**config.mk**
```make
export PLATFORM = sky130hd
export DESIGN_NAME = adc_window_average_current_monitor
export DESIGN_NICKNAME = d
export VERILOG_FILES = /design/src/awcm_pkg.sv /design/src/awcm_front.sv /design/src/awcm_divider.sv /design/src/awcm_back.sv /design/src/adc_window_average_current_monitor.sv
export SDC_FILE = /design/constraint.sdc
export NUM_CORES = 2
export LEC_CHECK = 0
export BUFFER_PORTS_ARGS = -buffer_cell sky130_fd_sc_hd__buf_2
export CORE_UTILIZATION = 54
export CTS_CLUSTER_SIZE = 28
export DETAILED_ROUTE_END_ITERATION = 6
export PLACE_DENSITY_LB_ADDON = 0.15
export RECOVER_POWER = 100
export SETUP_SLACK_MARGIN = 0.02
export SLEW_MARGIN = 10
export SYNTH_ARGS = -nofsm -noshare
export SYNTH_HDL_FRONTEND = slang
export SYNTH_SLANG_ARGS = --single-unit
```
**constraint.sdc**
```tcl
create_clock -name clock -period 8.4 [get_ports clock]
set_input_delay 0.42 -clock clock [delete_from_list [all_inputs] [get_ports clock]]
set_output_delay 0.42 -clock clock [all_outputs]
set_load 0.05 [all_outputs]
```
**src/awcm_pkg.sv**
```systemverilog
`timescale 1ns / 1ps
// ----------------------------------------------------------------------------
// ADC window average current monitor package
// Widths, constants, codes and shared types of the monitor.
// ----------------------------------------------------------------------------
package awcm_pkg;

   // sample ring
   localparam int AVG_DEPTH = 64;
   localparam int IDX_W     = $clog2(AVG_DEPTH);
   localparam int CNT_W     = $clog2(AVG_DEPTH + 1);

   // input word layout
   localparam int WORD_W   = 16;
   localparam int ERR_BIT  = 15;
   localparam int SAMPLE_W = 12;

   // window sum, including the rounding half
   localparam int SUM_MAX = AVG_DEPTH * ((1 << SAMPLE_W) - 1) + AVG_DEPTH / 2;
   localparam int SUM_W   = $clog2(SUM_MAX + 1);
   localparam int STEP_W  = $clog2(SUM_W + 1);

   // scaling: mv = (avg*3300+2048)>>12, ma = (mv*7447+4096)>>13
   localparam int REF_MV    = 3300;
   localparam int RAW_SHIFT = 12;
   localparam int MA_MUL    = 7447;
   localparam int MA_SHIFT  = 13;
   localparam int MV_W      = 12;
   localparam int MA_W      = 12;
   localparam int MV_PROD_W = 24;
   localparam int MA_PROD_W = 25;

   localparam int ERRCNT_W = 32;

   // front queue
   localparam int QUEUE_DEPTH = 2;
   localparam int QPTR_W      = $clog2(QUEUE_DEPTH);
   localparam int QCNT_W      = $clog2(QUEUE_DEPTH + 1);

   // configuration registers
   localparam int CSR_IDX_W = 2;
   localparam int WIN_W     = 7;
   localparam logic [CSR_IDX_W-1:0] CSR_SHORT_WINDOW = 2'd0;
   localparam logic [CSR_IDX_W-1:0] CSR_LONG_WINDOW  = 2'd1;
   localparam logic [WIN_W-1:0]     SHORT_WIN_RESET  = 7'd8;
   localparam logic [WIN_W-1:0]     LONG_WIN_RESET   = 7'd64;

   typedef struct packed {
      logic                err;
      logic [SAMPLE_W-1:0] value;
   } item_type;

   typedef struct packed {
      logic     valid;
      item_type item;
   } fe_out_type;

   typedef struct packed {
      logic                 valid;
      logic [CSR_IDX_W-1:0] index;
      logic [WIN_W-1:0]     data;
   } csr_wr_type;

   typedef struct packed {
      logic                done;
      logic [SAMPLE_W-1:0] quotient;
   } div_rsp_type;

   // zero reads as one sample, anything past the ring as the whole ring
   function automatic logic [CNT_W-1:0] clamp_window(input logic [WIN_W-1:0] w);
      logic [CNT_W-1:0] n;
      if (w == '0) begin
         n = CNT_W'(1);
      end else if (int'(w) > AVG_DEPTH) begin
         n = CNT_W'(AVG_DEPTH);
      end else begin
         n = CNT_W'(w);
      end
      return n;
   endfunction

endpackage

```
**src/awcm_front.sv**
```systemverilog
`timescale 1ns / 1ps
// ----------------------------------------------------------------------------
// Monitor front end
// Accepts ADC words, splits off the error flag and the conversion value,
// and queues them for the back end.
// ----------------------------------------------------------------------------
module awcm_front (
   input  logic                       clock,
   input  logic                       reset,
   input  logic                       req_push,
   output logic                       req_full,
   input  logic [awcm_pkg::WORD_W-1:0] req_sample_word,
   input  logic                       item_pop,
   output awcm_pkg::fe_out_type       fe_out
);

   awcm_pkg::item_type            queue_ff [awcm_pkg::QUEUE_DEPTH];
   awcm_pkg::item_type            new_item;
   logic [awcm_pkg::QPTR_W-1:0]   wr_ptr_ff, wr_ptr_in;
   logic [awcm_pkg::QPTR_W-1:0]   rd_ptr_ff, rd_ptr_in;
   logic [awcm_pkg::QCNT_W-1:0]   count_ff, count_in;
   logic                          do_push;
   logic                          do_pop;

   assign req_full = (count_ff == awcm_pkg::QCNT_W'(awcm_pkg::QUEUE_DEPTH));
   assign do_push  = req_push && !req_full;
   assign do_pop   = item_pop && (count_ff != '0);

   assign new_item.err   = req_sample_word[awcm_pkg::ERR_BIT];
   assign new_item.value = req_sample_word[awcm_pkg::SAMPLE_W-1:0];

   assign fe_out.valid = (count_ff != '0);
   assign fe_out.item  = queue_ff[rd_ptr_ff];

   always_comb begin
      wr_ptr_in = wr_ptr_ff;
      rd_ptr_in = rd_ptr_ff;
      count_in  = count_ff;
      if (do_push) begin
         wr_ptr_in = (wr_ptr_ff == awcm_pkg::QPTR_W'(awcm_pkg::QUEUE_DEPTH - 1)) ?
                     '0 : wr_ptr_ff + 1'b1;
      end
      if (do_pop) begin
         rd_ptr_in = (rd_ptr_ff == awcm_pkg::QPTR_W'(awcm_pkg::QUEUE_DEPTH - 1)) ?
                     '0 : rd_ptr_ff + 1'b1;
      end
      if (do_push && !do_pop) begin
         count_in = count_ff + 1'b1;
      end else if (do_pop && !do_push) begin
         count_in = count_ff - 1'b1;
      end
   end

   always_ff @(posedge clock) begin
      if (reset) begin
         wr_ptr_ff <= '0;
         rd_ptr_ff <= '0;
         count_ff  <= '0;
      end else begin
         wr_ptr_ff <= wr_ptr_in;
         rd_ptr_ff <= rd_ptr_in;
         count_ff  <= count_in;
      end
   end

   always_ff @(posedge clock) begin
      if (do_push) begin
         queue_ff[wr_ptr_ff] <= new_item;
      end
   end

endmodule

```
**src/awcm_divider.sv**
```systemverilog
`timescale 1ns / 1ps
// ----------------------------------------------------------------------------
// Window average divider
// Restoring divider, one quotient bit per cycle, for sum over sample count.
// ----------------------------------------------------------------------------
module awcm_divider (
   input  logic                       clock,
   input  logic                       reset,
   input  logic                       start,
   input  logic [awcm_pkg::SUM_W-1:0] dividend,
   input  logic [awcm_pkg::CNT_W-1:0] divisor,
   output awcm_pkg::div_rsp_type      div_rsp
);

   logic                          busy_ff, busy_in;
   logic                          done_ff, done_in;
   logic [awcm_pkg::STEP_W-1:0]   step_ff, step_in;
   logic [awcm_pkg::CNT_W-1:0]    rem_ff, rem_in;
   logic [awcm_pkg::SUM_W-1:0]    dvd_ff, dvd_in;
   logic [awcm_pkg::CNT_W-1:0]    dsr_ff, dsr_in;
   logic [awcm_pkg::CNT_W:0]      rem_sh;
   logic [awcm_pkg::CNT_W:0]      rem_sub;
   logic                          fits;

   assign rem_sh  = {rem_ff, dvd_ff[awcm_pkg::SUM_W-1]};
   assign rem_sub = rem_sh - {1'b0, dsr_ff};
   assign fits    = (rem_sh >= {1'b0, dsr_ff});

   always_comb begin
      busy_in = busy_ff;
      done_in = 1'b0;
      step_in = step_ff;
      rem_in  = rem_ff;
      dvd_in  = dvd_ff;
      dsr_in  = dsr_ff;
      if (start) begin
         busy_in = 1'b1;
         step_in = '0;
         rem_in  = '0;
         dvd_in  = dividend;
         dsr_in  = divisor;
      end else if (busy_ff) begin
         // shift the quotient bit in where the dividend bit left
         rem_in  = fits ? rem_sub[awcm_pkg::CNT_W-1:0] : rem_sh[awcm_pkg::CNT_W-1:0];
         dvd_in  = {dvd_ff[awcm_pkg::SUM_W-2:0], fits};
         step_in = step_ff + 1'b1;
         if (step_ff == awcm_pkg::STEP_W'(awcm_pkg::SUM_W - 1)) begin
            busy_in = 1'b0;
            done_in = 1'b1;
         end
      end
   end

   always_ff @(posedge clock) begin
      if (reset) begin
         busy_ff <= 1'b0;
         done_ff <= 1'b0;
         step_ff <= '0;
      end else begin
         busy_ff <= busy_in;
         done_ff <= done_in;
         step_ff <= step_in;
      end
   end

   always_ff @(posedge clock) begin
      rem_ff <= rem_in;
      dvd_ff <= dvd_in;
      dsr_ff <= dsr_in;
   end

   assign div_rsp.done     = done_ff;
   assign div_rsp.quotient = dvd_ff[awcm_pkg::SAMPLE_W-1:0];

endmodule

```
**src/awcm_back.sv**
```systemverilog
`timescale 1ns / 1ps
// ----------------------------------------------------------------------------
// Monitor back end
// Stores each sample in the ring, sums both windows, divides, scales to
// milliamps and holds the result for the consumer.
// ----------------------------------------------------------------------------
module awcm_back (
   input  logic                          clock,
   input  logic                          reset,
   input  awcm_pkg::fe_out_type          fe_out,
   output logic                          item_pop,
   input  awcm_pkg::csr_wr_type          csr_wr,
   output logic                          rsp_empty,
   input  logic                          rsp_pop,
   output logic [awcm_pkg::MA_W-1:0]     rsp_short_milliamps,
   output logic [awcm_pkg::MA_W-1:0]     rsp_long_milliamps,
   output logic [awcm_pkg::ERRCNT_W-1:0] rsp_error_count
);

   typedef enum logic [8:0] {
      ST_IDLE  = 9'b000000001,
      ST_SUM   = 9'b000000010,
      ST_DIVS  = 9'b000000100,
      ST_WAITS = 9'b000001000,
      ST_DIVL  = 9'b000010000,
      ST_WAITL = 9'b000100000,
      ST_MV    = 9'b001000000,
      ST_MA    = 9'b010000000,
      ST_DONE  = 9'b100000000
   } state_type;

   state_type                         state_ff, state_in;

   logic [awcm_pkg::SAMPLE_W-1:0]     ring_mem [awcm_pkg::AVG_DEPTH];
   logic [awcm_pkg::AVG_DEPTH-1:0]    ring_vld_ff, ring_vld_in;
   logic                              mem_we;
   logic [awcm_pkg::SAMPLE_W-1:0]     rd_data_ff;
   logic                              rd_vld_ff, rd_vld_in;

   logic [awcm_pkg::IDX_W-1:0]        wp_ff, wp_in;
   logic [awcm_pkg::IDX_W-1:0]        rd_idx_ff, rd_idx_in;
   logic [awcm_pkg::ERRCNT_W-1:0]     err_cnt_ff, err_cnt_in;
   logic [awcm_pkg::WIN_W-1:0]        short_win_ff, short_win_in;
   logic [awcm_pkg::WIN_W-1:0]        long_win_ff, long_win_in;
   logic [awcm_pkg::CNT_W-1:0]        n_s_ff, n_s_in;
   logic [awcm_pkg::CNT_W-1:0]        n_l_ff, n_l_in;
   logic [awcm_pkg::CNT_W-1:0]        n_max_ff, n_max_in;
   logic [awcm_pkg::CNT_W-1:0]        iss_ff, iss_in;
   logic                              rd_en_ff, rd_en_in;
   logic [awcm_pkg::CNT_W-1:0]        rd_j_ff, rd_j_in;
   logic [awcm_pkg::SUM_W-1:0]        sum_s_ff, sum_s_in;
   logic [awcm_pkg::SUM_W-1:0]        sum_l_ff, sum_l_in;
   logic [awcm_pkg::SAMPLE_W-1:0]     avg_s_ff, avg_s_in;
   logic [awcm_pkg::SAMPLE_W-1:0]     avg_l_ff, avg_l_in;
   logic [awcm_pkg::MV_W-1:0]         mv_s_ff, mv_s_in;
   logic [awcm_pkg::MV_W-1:0]         mv_l_ff, mv_l_in;
   logic [awcm_pkg::MA_W-1:0]         ma_s_ff, ma_s_in;
   logic [awcm_pkg::MA_W-1:0]         ma_l_ff, ma_l_in;
   logic                              out_vld_ff, out_vld_in;
   logic [awcm_pkg::MA_W-1:0]         out_s_ff, out_s_in;
   logic [awcm_pkg::MA_W-1:0]         out_l_ff, out_l_in;
   logic [awcm_pkg::ERRCNT_W-1:0]     out_err_ff, out_err_in;

   logic                              div_start;
   logic [awcm_pkg::SUM_W-1:0]        div_dividend;
   logic [awcm_pkg::CNT_W-1:0]        div_divisor;
   awcm_pkg::div_rsp_type             div_rsp;

   logic [awcm_pkg::SUM_W-1:0]        addend;
   logic [awcm_pkg::CNT_W-1:0]        n_s_new;
   logic [awcm_pkg::CNT_W-1:0]        n_l_new;
   logic                              out_free;
   logic [awcm_pkg::MV_PROD_W-1:0]    mv_prod_s, mv_prod_l;
   logic [awcm_pkg::MA_PROD_W-1:0]    ma_prod_s, ma_prod_l;

   awcm_divider u_divider (
      .clock    (clock),
      .reset    (reset),
      .start    (div_start),
      .dividend (div_dividend),
      .divisor  (div_divisor),
      .div_rsp  (div_rsp)
   );

   assign addend   = rd_vld_ff ? awcm_pkg::SUM_W'(rd_data_ff) : '0;
   assign n_s_new  = awcm_pkg::clamp_window(short_win_ff);
   assign n_l_new  = awcm_pkg::clamp_window(long_win_ff);
   assign out_free = !out_vld_ff || rsp_pop;
   assign rd_vld_in = ring_vld_ff[rd_idx_ff];

   assign mv_prod_s = awcm_pkg::MV_PROD_W'(avg_s_ff) * awcm_pkg::MV_PROD_W'(awcm_pkg::REF_MV)
                    + awcm_pkg::MV_PROD_W'(1 << (awcm_pkg::RAW_SHIFT - 1));
   assign mv_prod_l = awcm_pkg::MV_PROD_W'(avg_l_ff) * awcm_pkg::MV_PROD_W'(awcm_pkg::REF_MV)
                    + awcm_pkg::MV_PROD_W'(1 << (awcm_pkg::RAW_SHIFT - 1));
   assign ma_prod_s = awcm_pkg::MA_PROD_W'(mv_s_ff) * awcm_pkg::MA_PROD_W'(awcm_pkg::MA_MUL)
                    + awcm_pkg::MA_PROD_W'(1 << (awcm_pkg::MA_SHIFT - 1));
   assign ma_prod_l = awcm_pkg::MA_PROD_W'(mv_l_ff) * awcm_pkg::MA_PROD_W'(awcm_pkg::MA_MUL)
                    + awcm_pkg::MA_PROD_W'(1 << (awcm_pkg::MA_SHIFT - 1));

   always_comb begin
      state_in     = state_ff;
      ring_vld_in  = ring_vld_ff;
      mem_we       = 1'b0;
      item_pop     = 1'b0;
      wp_in        = wp_ff;
      rd_idx_in    = rd_idx_ff;
      err_cnt_in   = err_cnt_ff;
      short_win_in = short_win_ff;
      long_win_in  = long_win_ff;
      n_s_in       = n_s_ff;
      n_l_in       = n_l_ff;
      n_max_in     = n_max_ff;
      iss_in       = iss_ff;
      rd_en_in     = 1'b0;
      rd_j_in      = rd_j_ff;
      sum_s_in     = sum_s_ff;
      sum_l_in     = sum_l_ff;
      avg_s_in     = avg_s_ff;
      avg_l_in     = avg_l_ff;
      mv_s_in      = mv_s_ff;
      mv_l_in      = mv_l_ff;
      ma_s_in      = ma_s_ff;
      ma_l_in      = ma_l_ff;
      out_vld_in   = out_vld_ff;
      out_s_in     = out_s_ff;
      out_l_in     = out_l_ff;
      out_err_in   = out_err_ff;
      div_start    = 1'b0;
      div_dividend = sum_s_ff + awcm_pkg::SUM_W'(n_s_ff >> 1);
      div_divisor  = n_s_ff;

      if (csr_wr.valid) begin
         unique case (csr_wr.index)
            awcm_pkg::CSR_SHORT_WINDOW: short_win_in = csr_wr.data;
            awcm_pkg::CSR_LONG_WINDOW:  long_win_in  = csr_wr.data;
            default: ;
         endcase
      end

      if (rsp_pop && out_vld_ff) begin
         out_vld_in = 1'b0;
      end

      unique case (state_ff)
         ST_IDLE: begin
            if (fe_out.valid) begin
               item_pop    = 1'b1;
               mem_we      = 1'b1;
               ring_vld_in[wp_ff] = 1'b1;
               err_cnt_in  = err_cnt_ff + awcm_pkg::ERRCNT_W'(fe_out.item.err);
               rd_idx_in   = wp_ff;
               wp_in       = (wp_ff == awcm_pkg::IDX_W'(awcm_pkg::AVG_DEPTH - 1)) ?
                             '0 : wp_ff + 1'b1;
               n_s_in      = n_s_new;
               n_l_in      = n_l_new;
               n_max_in    = (n_l_new > n_s_new) ? n_l_new : n_s_new;
               iss_in      = '0;
               sum_s_in    = '0;
               sum_l_in    = '0;
               state_in    = ST_SUM;
            end
         end
         ST_SUM: begin
            // walk back from the newest sample, one read per cycle
            if (iss_ff < n_max_ff) begin
               rd_en_in  = 1'b1;
               rd_j_in   = iss_ff;
               iss_in    = iss_ff + 1'b1;
               rd_idx_in = (rd_idx_ff == '0) ?
                           awcm_pkg::IDX_W'(awcm_pkg::AVG_DEPTH - 1) : rd_idx_ff - 1'b1;
            end
            if (rd_en_ff) begin
               if (rd_j_ff < n_s_ff) begin
                  sum_s_in = sum_s_ff + addend;
               end
               if (rd_j_ff < n_l_ff) begin
                  sum_l_in = sum_l_ff + addend;
               end
               if (rd_j_ff == n_max_ff - 1'b1) begin
                  state_in = ST_DIVS;
               end
            end
         end
         ST_DIVS: begin
            div_start = 1'b1;
            state_in  = ST_WAITS;
         end
         ST_WAITS: begin
            if (div_rsp.done) begin
               avg_s_in = div_rsp.quotient;
               state_in = ST_DIVL;
            end
         end
         ST_DIVL: begin
            div_start    = 1'b1;
            div_dividend = sum_l_ff + awcm_pkg::SUM_W'(n_l_ff >> 1);
            div_divisor  = n_l_ff;
            state_in     = ST_WAITL;
         end
         ST_WAITL: begin
            if (div_rsp.done) begin
               avg_l_in = div_rsp.quotient;
               state_in = ST_MV;
            end
         end
         ST_MV: begin
            mv_s_in  = mv_prod_s[awcm_pkg::RAW_SHIFT +: awcm_pkg::MV_W];
            mv_l_in  = mv_prod_l[awcm_pkg::RAW_SHIFT +: awcm_pkg::MV_W];
            state_in = ST_MA;
         end
         ST_MA: begin
            ma_s_in  = ma_prod_s[awcm_pkg::MA_SHIFT +: awcm_pkg::MA_W];
            ma_l_in  = ma_prod_l[awcm_pkg::MA_SHIFT +: awcm_pkg::MA_W];
            state_in = ST_DONE;
         end
         ST_DONE: begin
            // hold until the result register frees up
            if (out_free) begin
               out_vld_in = 1'b1;
               out_s_in   = ma_s_ff;
               out_l_in   = ma_l_ff;
               out_err_in = err_cnt_ff;
               state_in   = ST_IDLE;
            end
         end
         default: state_in = ST_IDLE;
      endcase
   end

   always_ff @(posedge clock) begin
      if (reset) begin
         state_ff     <= ST_IDLE;
         ring_vld_ff  <= '0;
         wp_ff        <= '0;
         err_cnt_ff   <= '0;
         short_win_ff <= awcm_pkg::SHORT_WIN_RESET;
         long_win_ff  <= awcm_pkg::LONG_WIN_RESET;
         rd_en_ff     <= 1'b0;
         out_vld_ff   <= 1'b0;
      end else begin
         state_ff     <= state_in;
         ring_vld_ff  <= ring_vld_in;
         wp_ff        <= wp_in;
         err_cnt_ff   <= err_cnt_in;
         short_win_ff <= short_win_in;
         long_win_ff  <= long_win_in;
         rd_en_ff     <= rd_en_in;
         out_vld_ff   <= out_vld_in;
      end
   end

   always_ff @(posedge clock) begin
      rd_idx_ff  <= rd_idx_in;
      n_s_ff     <= n_s_in;
      n_l_ff     <= n_l_in;
      n_max_ff   <= n_max_in;
      iss_ff     <= iss_in;
      rd_j_ff    <= rd_j_in;
      rd_vld_ff  <= rd_vld_in;
      sum_s_ff   <= sum_s_in;
      sum_l_ff   <= sum_l_in;
      avg_s_ff   <= avg_s_in;
      avg_l_ff   <= avg_l_in;
      mv_s_ff    <= mv_s_in;
      mv_l_ff    <= mv_l_in;
      ma_s_ff    <= ma_s_in;
      ma_l_ff    <= ma_l_in;
      out_s_ff   <= out_s_in;
      out_l_ff   <= out_l_in;
      out_err_ff <= out_err_in;
   end

   // sample ring: one write port, one registered read port
   always_ff @(posedge clock) begin
      if (mem_we) begin
         ring_mem[wp_ff] <= fe_out.item.value;
      end
      if (rd_en_in) begin
         rd_data_ff <= ring_mem[rd_idx_ff];
      end
   end

   assign rsp_empty           = !out_vld_ff;
   assign rsp_short_milliamps = out_s_ff;
   assign rsp_long_milliamps  = out_l_ff;
   assign rsp_error_count     = out_err_ff;

endmodule

```
**src/adc_window_average_current_monitor.sv**
```systemverilog
`timescale 1ns / 1ps
// Per sample: the back end walks the ring over the newest n samples, n = larger
//   of the two clamped windows, runs two divisions, scales and holds the result.
// Flow: one sample at a time, paced by the one-read-per-cycle ring walk and
//   the two 18-step divisions; two more samples may wait in the queue.
// Reset: synchronous; clears the ring valid bits, error count and queues and
//   sets the windows to 8 and 64. No clearing pass is needed.
// ----------------------------------------------------------------------------
// ADC window average current monitor
// Short and long moving averages of ADC samples, converted to milliamps,
// with a count of error-flagged conversions.
// ----------------------------------------------------------------------------
module adc_window_average_current_monitor (
   input  logic                              clock,
   input  logic                              reset,
   input  logic                              req_push,
   output logic                              req_full,
   input  logic [awcm_pkg::WORD_W-1:0]       req_sample_word,
   output logic                              rsp_empty,
   input  logic                              rsp_pop,
   output logic [awcm_pkg::MA_W-1:0]         rsp_short_milliamps,
   output logic [awcm_pkg::MA_W-1:0]         rsp_long_milliamps,
   output logic [awcm_pkg::ERRCNT_W-1:0]     rsp_error_count,
   input  logic                              csr_valid,
   output logic                              csr_ready,
   input  logic [awcm_pkg::CSR_IDX_W-1:0]    csr_index,
   input  logic [awcm_pkg::WIN_W-1:0]        csr_data
);

   awcm_pkg::fe_out_type fe_out;
   awcm_pkg::csr_wr_type csr_wr;
   logic                 item_pop;

   assign csr_ready    = 1'b1;
   assign csr_wr.valid = csr_valid;
   assign csr_wr.index = csr_index;
   assign csr_wr.data  = csr_data;

   awcm_front u_front (
      .clock           (clock),
      .reset           (reset),
      .req_push        (req_push),
      .req_full        (req_full),
      .req_sample_word (req_sample_word),
      .item_pop        (item_pop),
      .fe_out          (fe_out)
   );

   awcm_back u_back (
      .clock               (clock),
      .reset               (reset),
      .fe_out              (fe_out),
      .item_pop            (item_pop),
      .csr_wr              (csr_wr),
      .rsp_empty           (rsp_empty),
      .rsp_pop             (rsp_pop),
      .rsp_short_milliamps (rsp_short_milliamps),
      .rsp_long_milliamps  (rsp_long_milliamps),
      .rsp_error_count     (rsp_error_count)
   );

endmodule

```
# --- After elaboration in Yosys (flattened, before gate mapping) ---
# Memory sizes are Yosys's and may differ from the RTL's. A register that Yosys moved wholly into a read port is not among the register bits.
# Cells that the tools add are included.
word_totals:
  wordCells: 187
  regBits: 376
  ram_bits: 794
  mem_count: 2
  out_inout_bits: 59
  inputBits: 30
memory_table:
  columns: ["name", "words", "width", "rd", "rd_clocked_by_memory_dff", "wr", "line", "rtl"]
  rows:
  - ["u_back.ring_mem", 64, 12, 1, 1, 1, "awcm_back.sv:34", "logic [awcm_pkg::SAMPLE_W-1:0] ring_mem [awcm_pkg::AVG_DEPTH];"]
  - ["u_front.queue_ff", 2, 13, 1, 1, 1, "awcm_front.sv:17", "awcm_pkg::item_type queue_ff [awcm_pkg::QUEUE_DEPTH];"]
classes:
  n_reduce_logical: 33
  n_mux: 59
  n_bitwise: 2
  multipliers: 4
  n_addsub: 19
  magnitude_cmp: 10
  eq_ne: 23
op_table:
  columns: ["operator", "n"]
  rows:
  - ["two-way mux 18 bit", 8]
  - ["case mux 9 bit (9 select lines)", 1]
  - ["case mux 18 bit (2 select lines)", 2]
  - ["OR 64 bit", 1]
  - ["two-way mux 7 bit", 9]
  - ["two-way mux 9 bit", 6]
  - ["adder 25 x 13 -> 25 bit, second input constant", 2]
  - ["multiplier 12 x 13 -> 25 bit, second input constant", 2]
  - ["adder 24 x 12 -> 24 bit, second input constant", 2]
  - ["multiplier 12 x 10 -> 22 bit, second input constant", 2]
  - ["adder 18 bit", 2]
  - ["adder 18 x 6 -> 18 bit", 2]
  - ["adder 32 x 1 -> 32 bit", 1]
  - ["two-way mux 6 bit", 4]
  - ["two-way mux 1 bit", 22]
  - ["< comparator 7 bit", 3]
  - ["greater-than comparator 7 bit, second input constant", 2]
  - ["zero test 7 bit", 2]
  - ["< comparator 6 x 7 -> 1 bit, second input constant", 2]
  - ["case mux 7 bit (2 select lines)", 1]
  - ["AND reduction 2 bit", 7]
  - ["two-way mux 12 bit", 1]
  - ["inequality test 2 x 1 -> 1 bit, second input constant", 6]
  - ["case mux 6 bit (2 select lines)", 1]
  - ["other kinds (42)", 59]

# --- Logic depth before layout (Yosys ltp) ---
depth:
  depth_word: 7
  depth_mapped: 24
  depth_no_buf: 24

# --- Cells and area by module ---
# Synthesis repeated with hierarchy kept, for this count alone.
hier_totals:
  cells_unflattened: 3874
  hier_area_um2: 58294.7
modules_own_cells:
  columns: ["mod", "area_per_inst_um2", "cells_per_inst", "n_inst", "seq_area_each_um2"]
  rows:
  - ["awcm_back", 54964.0, 3613, 1, 32140.8]
  - ["awcm_divider", 2167.1, 194, 1, 1031.0]
  - ["awcm_front", 1152.4, 65, 1, 880.8]
  - ["adc_window_average_current_monitor", 11.3, 2, 1, 0.0]

# --- Worst setup path after synthesis ---
# OpenSTA, ideal clock, no wires.
synth_timing:
  kind: "register to register"
  startpoint: "register u_back.avg_s_ff[6] (netlist name)"
  endpoint: "register u_back.mv_s_ff[11] (netlist name) (data pin)"
  slack_ps: 2565
  required_ps: 8140
  path_stages_with_launch: 20
  period_less_slack_ps: 5835
  setup_time_ps: 260
  arrival_ps: 5575
  path_buffers: 1
  cell_sequence: "edfxtp_1 > ha_1 > inv_1 > fa_1 > inv_1 > fa_1 > fa_1 > inv_1 > fa_1 > inv_1 > ha_1 > buf_4 > and3_1 > a31oi_1 > a21boi_1 > or4b_1 > or4_4 > nand3b_4 > a221o_1 > xnor2_1"
synth_via:
  elab_chain_len: 2
synth_rtl:
  columns: ["item", "line", "rtl"]
  rows:
  - ["start: declaration", "awcm_back.sv:53", "logic [awcm_pkg::SAMPLE_W-1:0] avg_s_ff, avg_s_in;"]
  - ["start signal: assignment", "awcm_back.sv:262", "avg_s_ff <= avg_s_in;"]
  - ["multiplier 12 x 10 -> 22 bit", "awcm_back.sv:91", "assign mv_prod_s = awcm_pkg::MV_PROD_W'(avg_s_ff) * awcm_pkg::MV_PROD_W'(awcm_pkg::REF_MV)"]
  - ["adder 24 x 12 -> 24 bit", "awcm_back.sv:92", "+ awcm_pkg::MV_PROD_W'(1 << (awcm_pkg::RAW_SHIFT - 1));"]
  - ["via u_back.mv_prod_s (one bit)", "awcm_back.sv:73", "logic [awcm_pkg::MV_PROD_W-1:0] mv_prod_s, mv_prod_l;"]
  - ["end signal: assignment", "awcm_back.sv:264", "mv_s_ff <= mv_s_in;"]
  - ["end: declaration", "awcm_back.sv:55", "logic [awcm_pkg::MV_W-1:0] mv_s_ff, mv_s_in;"]
# The timed path passes the listed nets, and every way through them passes these cells.
# A chain may end at the register's enable or synchronous reset.

# --- Final worst setup path ---
layout_timing:
  startpoint: "register u_back.avg_l_ff[2] (netlist name)"
  endpoint: "register u_back.mv_l_ff[11] (netlist name) (data pin)"
layout_via:
  elab_chain_len: 2
layout_rtl:
  columns: ["item", "line", "rtl"]
  rows:
  - ["start: declaration", "awcm_back.sv:54", "logic [awcm_pkg::SAMPLE_W-1:0] avg_l_ff, avg_l_in;"]
  - ["start signal: assignment", "awcm_back.sv:263", "avg_l_ff <= avg_l_in;"]
  - ["multiplier 12 x 10 -> 22 bit", "awcm_back.sv:93", "assign mv_prod_l = awcm_pkg::MV_PROD_W'(avg_l_ff) * awcm_pkg::MV_PROD_W'(awcm_pkg::REF_MV)"]
  - ["adder 24 x 12 -> 24 bit", "awcm_back.sv:94", "+ awcm_pkg::MV_PROD_W'(1 << (awcm_pkg::RAW_SHIFT - 1));"]
  - ["via u_back.mv_prod_l (one bit)", "awcm_back.sv:73", null]
  - ["end signal: assignment", "awcm_back.sv:265", "mv_l_ff <= mv_l_in;"]
  - ["end: declaration", "awcm_back.sv:56", "logic [awcm_pkg::MV_W-1:0] mv_l_ff, mv_l_in;"]
# The timed path passes the listed nets, and every way through them passes these cells.

==> out/qor.csv <==
metric,value,unit
Final Cycle Share,82.1,%
Syn Inst Count,3880,
HP Class,in2reg,
Combinational Power Share,26.8,%
Ys Warns,0,
Mapped Area,0.0582,mm²
Worst path slowest cell,o221ai_1,
die area,0.109,mm²
DR WL/cell,21.6,µm
Initial Util,54.4,%
grt total ovfl,0,
CP Buf/Inv Count,2,
largest stage delay on the critical path,540,ps
Starting DRT DRC Count,2171,
Setup Buffers After CTS,0,
Net Switching,5.32,mW
Detailed Place HPWL,79600,µm
Slew HR,-174,%
register area share after synthesis,58.6,%
power density over cell area,275,mW/mm²
vias in the first global route,32200,
final setup vio count,0,
CTS tree,built,
clock power share,30.2,%
RePlAce Congestion,0.863,
failing checks,"capacitance limit, slew limit",
"EDFF count, synth",1036,
status,finished with violations,
share of the synthesized area in the top cell type,53.5,%
peak supply drop,0.000303,V
IO Pins,89,
CTS root buffer,clkbuf_16,
Die Y,330,µm
Final Hold Viols,0,
core area,0.107,mm²
initial antenna violation count,2,
Tot Pwr,17.7,mW
Worst Max-Slew Pin Slew,4110,ps
type of element capturing the critical path,flop,
first-pass GRT wire length,186000,µm
asr flop ratio synth,0,%
crit-path most repeated cell,ha_1,
Synth Flop Type,edfxtp_1,
CP startpoint kind,flop,
layout cells sized above 1,12.2,%
Sw Share,30.1,%
std cell rows,120,
overall global routing resource usage,22.6,%
internal power,12.4,mW
"Clk pin slew, worst setup/hold paths",60,ps
"critical path fanouts, max",6,
Layout area overhead,10.4,%
critical path arrival,7350,ps
Setup TNS,0,ps
RSZ-0062 raised after global routing,false,
sequential share of power,43.1,%
skew final,34.6,ps
Max Freq,145,MHz
1st-pass router iterations,7,
clock buffer depth,3,
H-tree depth,3,
TritonCTS Buffers,118,
Synth area leaders,"edfxtp_1, mux4_2, ha_1",
Leak,23.6,nW
# fillers,8257,
Max Slew Vio Count,1274,
maxcap violations,24,
Routed Antenna Nets,0,
largest net degree at the start of global routing,144,
Clock Sinks,1183,
vias after detailed routing,31500,
fin nets,4659,
Clock Latency Late Sink,720,ps
PortBufs,84,
"area leader, netlist",edfxtp_1,
syn_area_per_cell,15.0,µm²
DIE WIDTH,330,µm
post-layout util,60.1,%
CP cell instances,"ha_1, ha_1, ha_1, inv_1, fa_1, fa_1, inv_1, ha_1, or3_2, o221ai_1, nand2_1, a21oi_1, xnor2_1, ha_1, or4b_1, o211ai_1, o311ai_0, a211o_1, nor4_1, mux2i_1, a311o_1, xnor2_1",
Worst Path Required,8860,ps
Crit path max-delay family,adder cells,
Setup CP Type,reg2reg,
DR DRC count,0,
drt via density,5.65,
DRT Wirelength,120000,µm
#FFs+latches synth,1183,
Synth Net Count,4467,
Synth cell types,92,
Final min period,6900,ps
-- power by group through the flow --
stage / sequential (mW) / combinational, mW / clock, mW
after floorplan: 7.49 / 3.33 / 0
after global placement: 7.65 / 4.69 / 0
after detailed placement: 7.66 / 4.75 / 0
after CTS: 7.54 / 4.77 / 5.43
after global routing: 7.66 / 5.09 / 5.64
final: 7.61 / 4.73 / 5.34
-- tightest hold or removal path: cells and delay by family --
family                 cells  cell delay [ps]
AND/OR/NAND/NOR            1              160
buffers and inverters      1               70
AO/OA/AOI/OAI              1               80
-- final timing paths --
check	start	endpoint	slack, ps	cells after the start
setup / recovery	u_back.avg_l_ff[2]	u_back.mv_l_ff[11]	1500	22
hold / removal	rsp_pop	u_back.out_vld_ff	90	3
setup reg to reg	u_back.avg_l_ff[2]	u_back.mv_l_ff[11]	1500	22
hold reg to reg	u_back.ma_s_ff[3]	u_back.rsp_short_milliamps[3]	420	0
-- cells in the mapped netlist, types with 20 or more instances --
cell type  instances
edfxtp_1        1036
xor2_1            78
nand2b_1          21
nand3_1           53
xnor2_1          104
a21oi_1          100
clkbuf_1          87
nor3_1            44
nand2_1          104
and2_1            27
mux2i_1           41
dfxtp_1          147
mux4_2           255
fa_1             159
ha_1             398
nor2_1           372
mux2_2            21
nand4_1           21
o21ai_0           83
nor2b_1           32
a21o_1            26
buf_1             23
inv_1            385
o21a_1            20
-- final cells by class --
class,instances,area [µm²],share of cell area [%]
Timing Repair Buffer,197,956,1.49
Clock inverter,71,807,1.26
Antenna cell,2,5.00,0.00780
Clock buffer,150,3120,4.87
Multi-Input combinational cell,2186,22100,34.4
Sequential cell,1183,34100,53.0
Inverter,386,1450,2.26
Tap cell,1403,1760,2.73
-- layer usage --
metal,GRT usage [%],wire length (µm)
met5,0,0
met4,7.01,3270
met3,2.78,5410
met2,39.2,61100
met1,29.7,50700
-- flip-flops by register name (all words and copies together), names as in the netlist, 12 cells and up, named ones only --
register / cells
u_back.ring_vld_ff: 64
u_back.ma_s_ff: 12
u_back.ma_l_ff: 12
u_back.sum_l_ff: 18
u_back.ring_mem: 768
u_back.avg_s_ff: 12
u_back.rd_data_ff: 12
u_back.avg_l_ff: 12
u_back.rsp_long_milliamps: 12
u_back.rsp_error_count: 32
u_back.err_cnt_ff: 32
u_back.rsp_short_milliamps: 12
u_back.sum_s_ff: 18
u_back.mv_s_ff: 12
u_front.queue_ff: 26
u_back.mv_l_ff: 12
u_back.u_divider.dvd_ff: 18
-- per-stage QoR --
stage | instance area (µm²) | std cells | worst slack (ps) | hold slack (ps)
finish | 64200 | 5578 | 1500 | 90.3
global route | 64200 | 5576 | 1040 | 93.2
CTS | 64700 | 5576 | 2120 | 61.4
detailed placement | 60600 | 5335 | 2140 | 405
global placement | 60600 | 5335 | 2200 | 404
floorplan | 58200 | 3880 | 2570 | 400
-- cell families after synthesis --
logic type	count (synthesis)	synth area share, %
multiplexers	317	11.0
flip-flops	1183	58.6
other	1	0.00645
XOR/XNOR	183	2.77
buffers and inverters	511	3.36
AND/OR/NAND/NOR	771	6.27
adder cells (fa/ha/maj)	557	14.0
AO/OA/AOI/OAI	357	4.01
-- cells in the final DEF (no fill, tap or decap), types with 53 or more instances in the layout --
cell,count
edfxtp_1,1036
ha_1,398
inv_1,385
nor2_1,372
mux4_2,255
clkbuf_1,174
fa_1,159
dfxtp_1,147
clkbuf_16,119
nand2_1,104
xnor2_1,104
a21oi_1,100
o21ai_0,83
xor2_1,79
nand3_1,53
-- what timing repair did --
| item | CTS | global route |
|---|---|---|
| gates resized for setup | 0 | 0 |
| endpoints found under the setup margin | 0 | 0 |
| hold buffers | 20 | 0 |
| hold endpoints to repair | 40 | 0 |
Note: power is estimated with default switching activity, not from simulation.
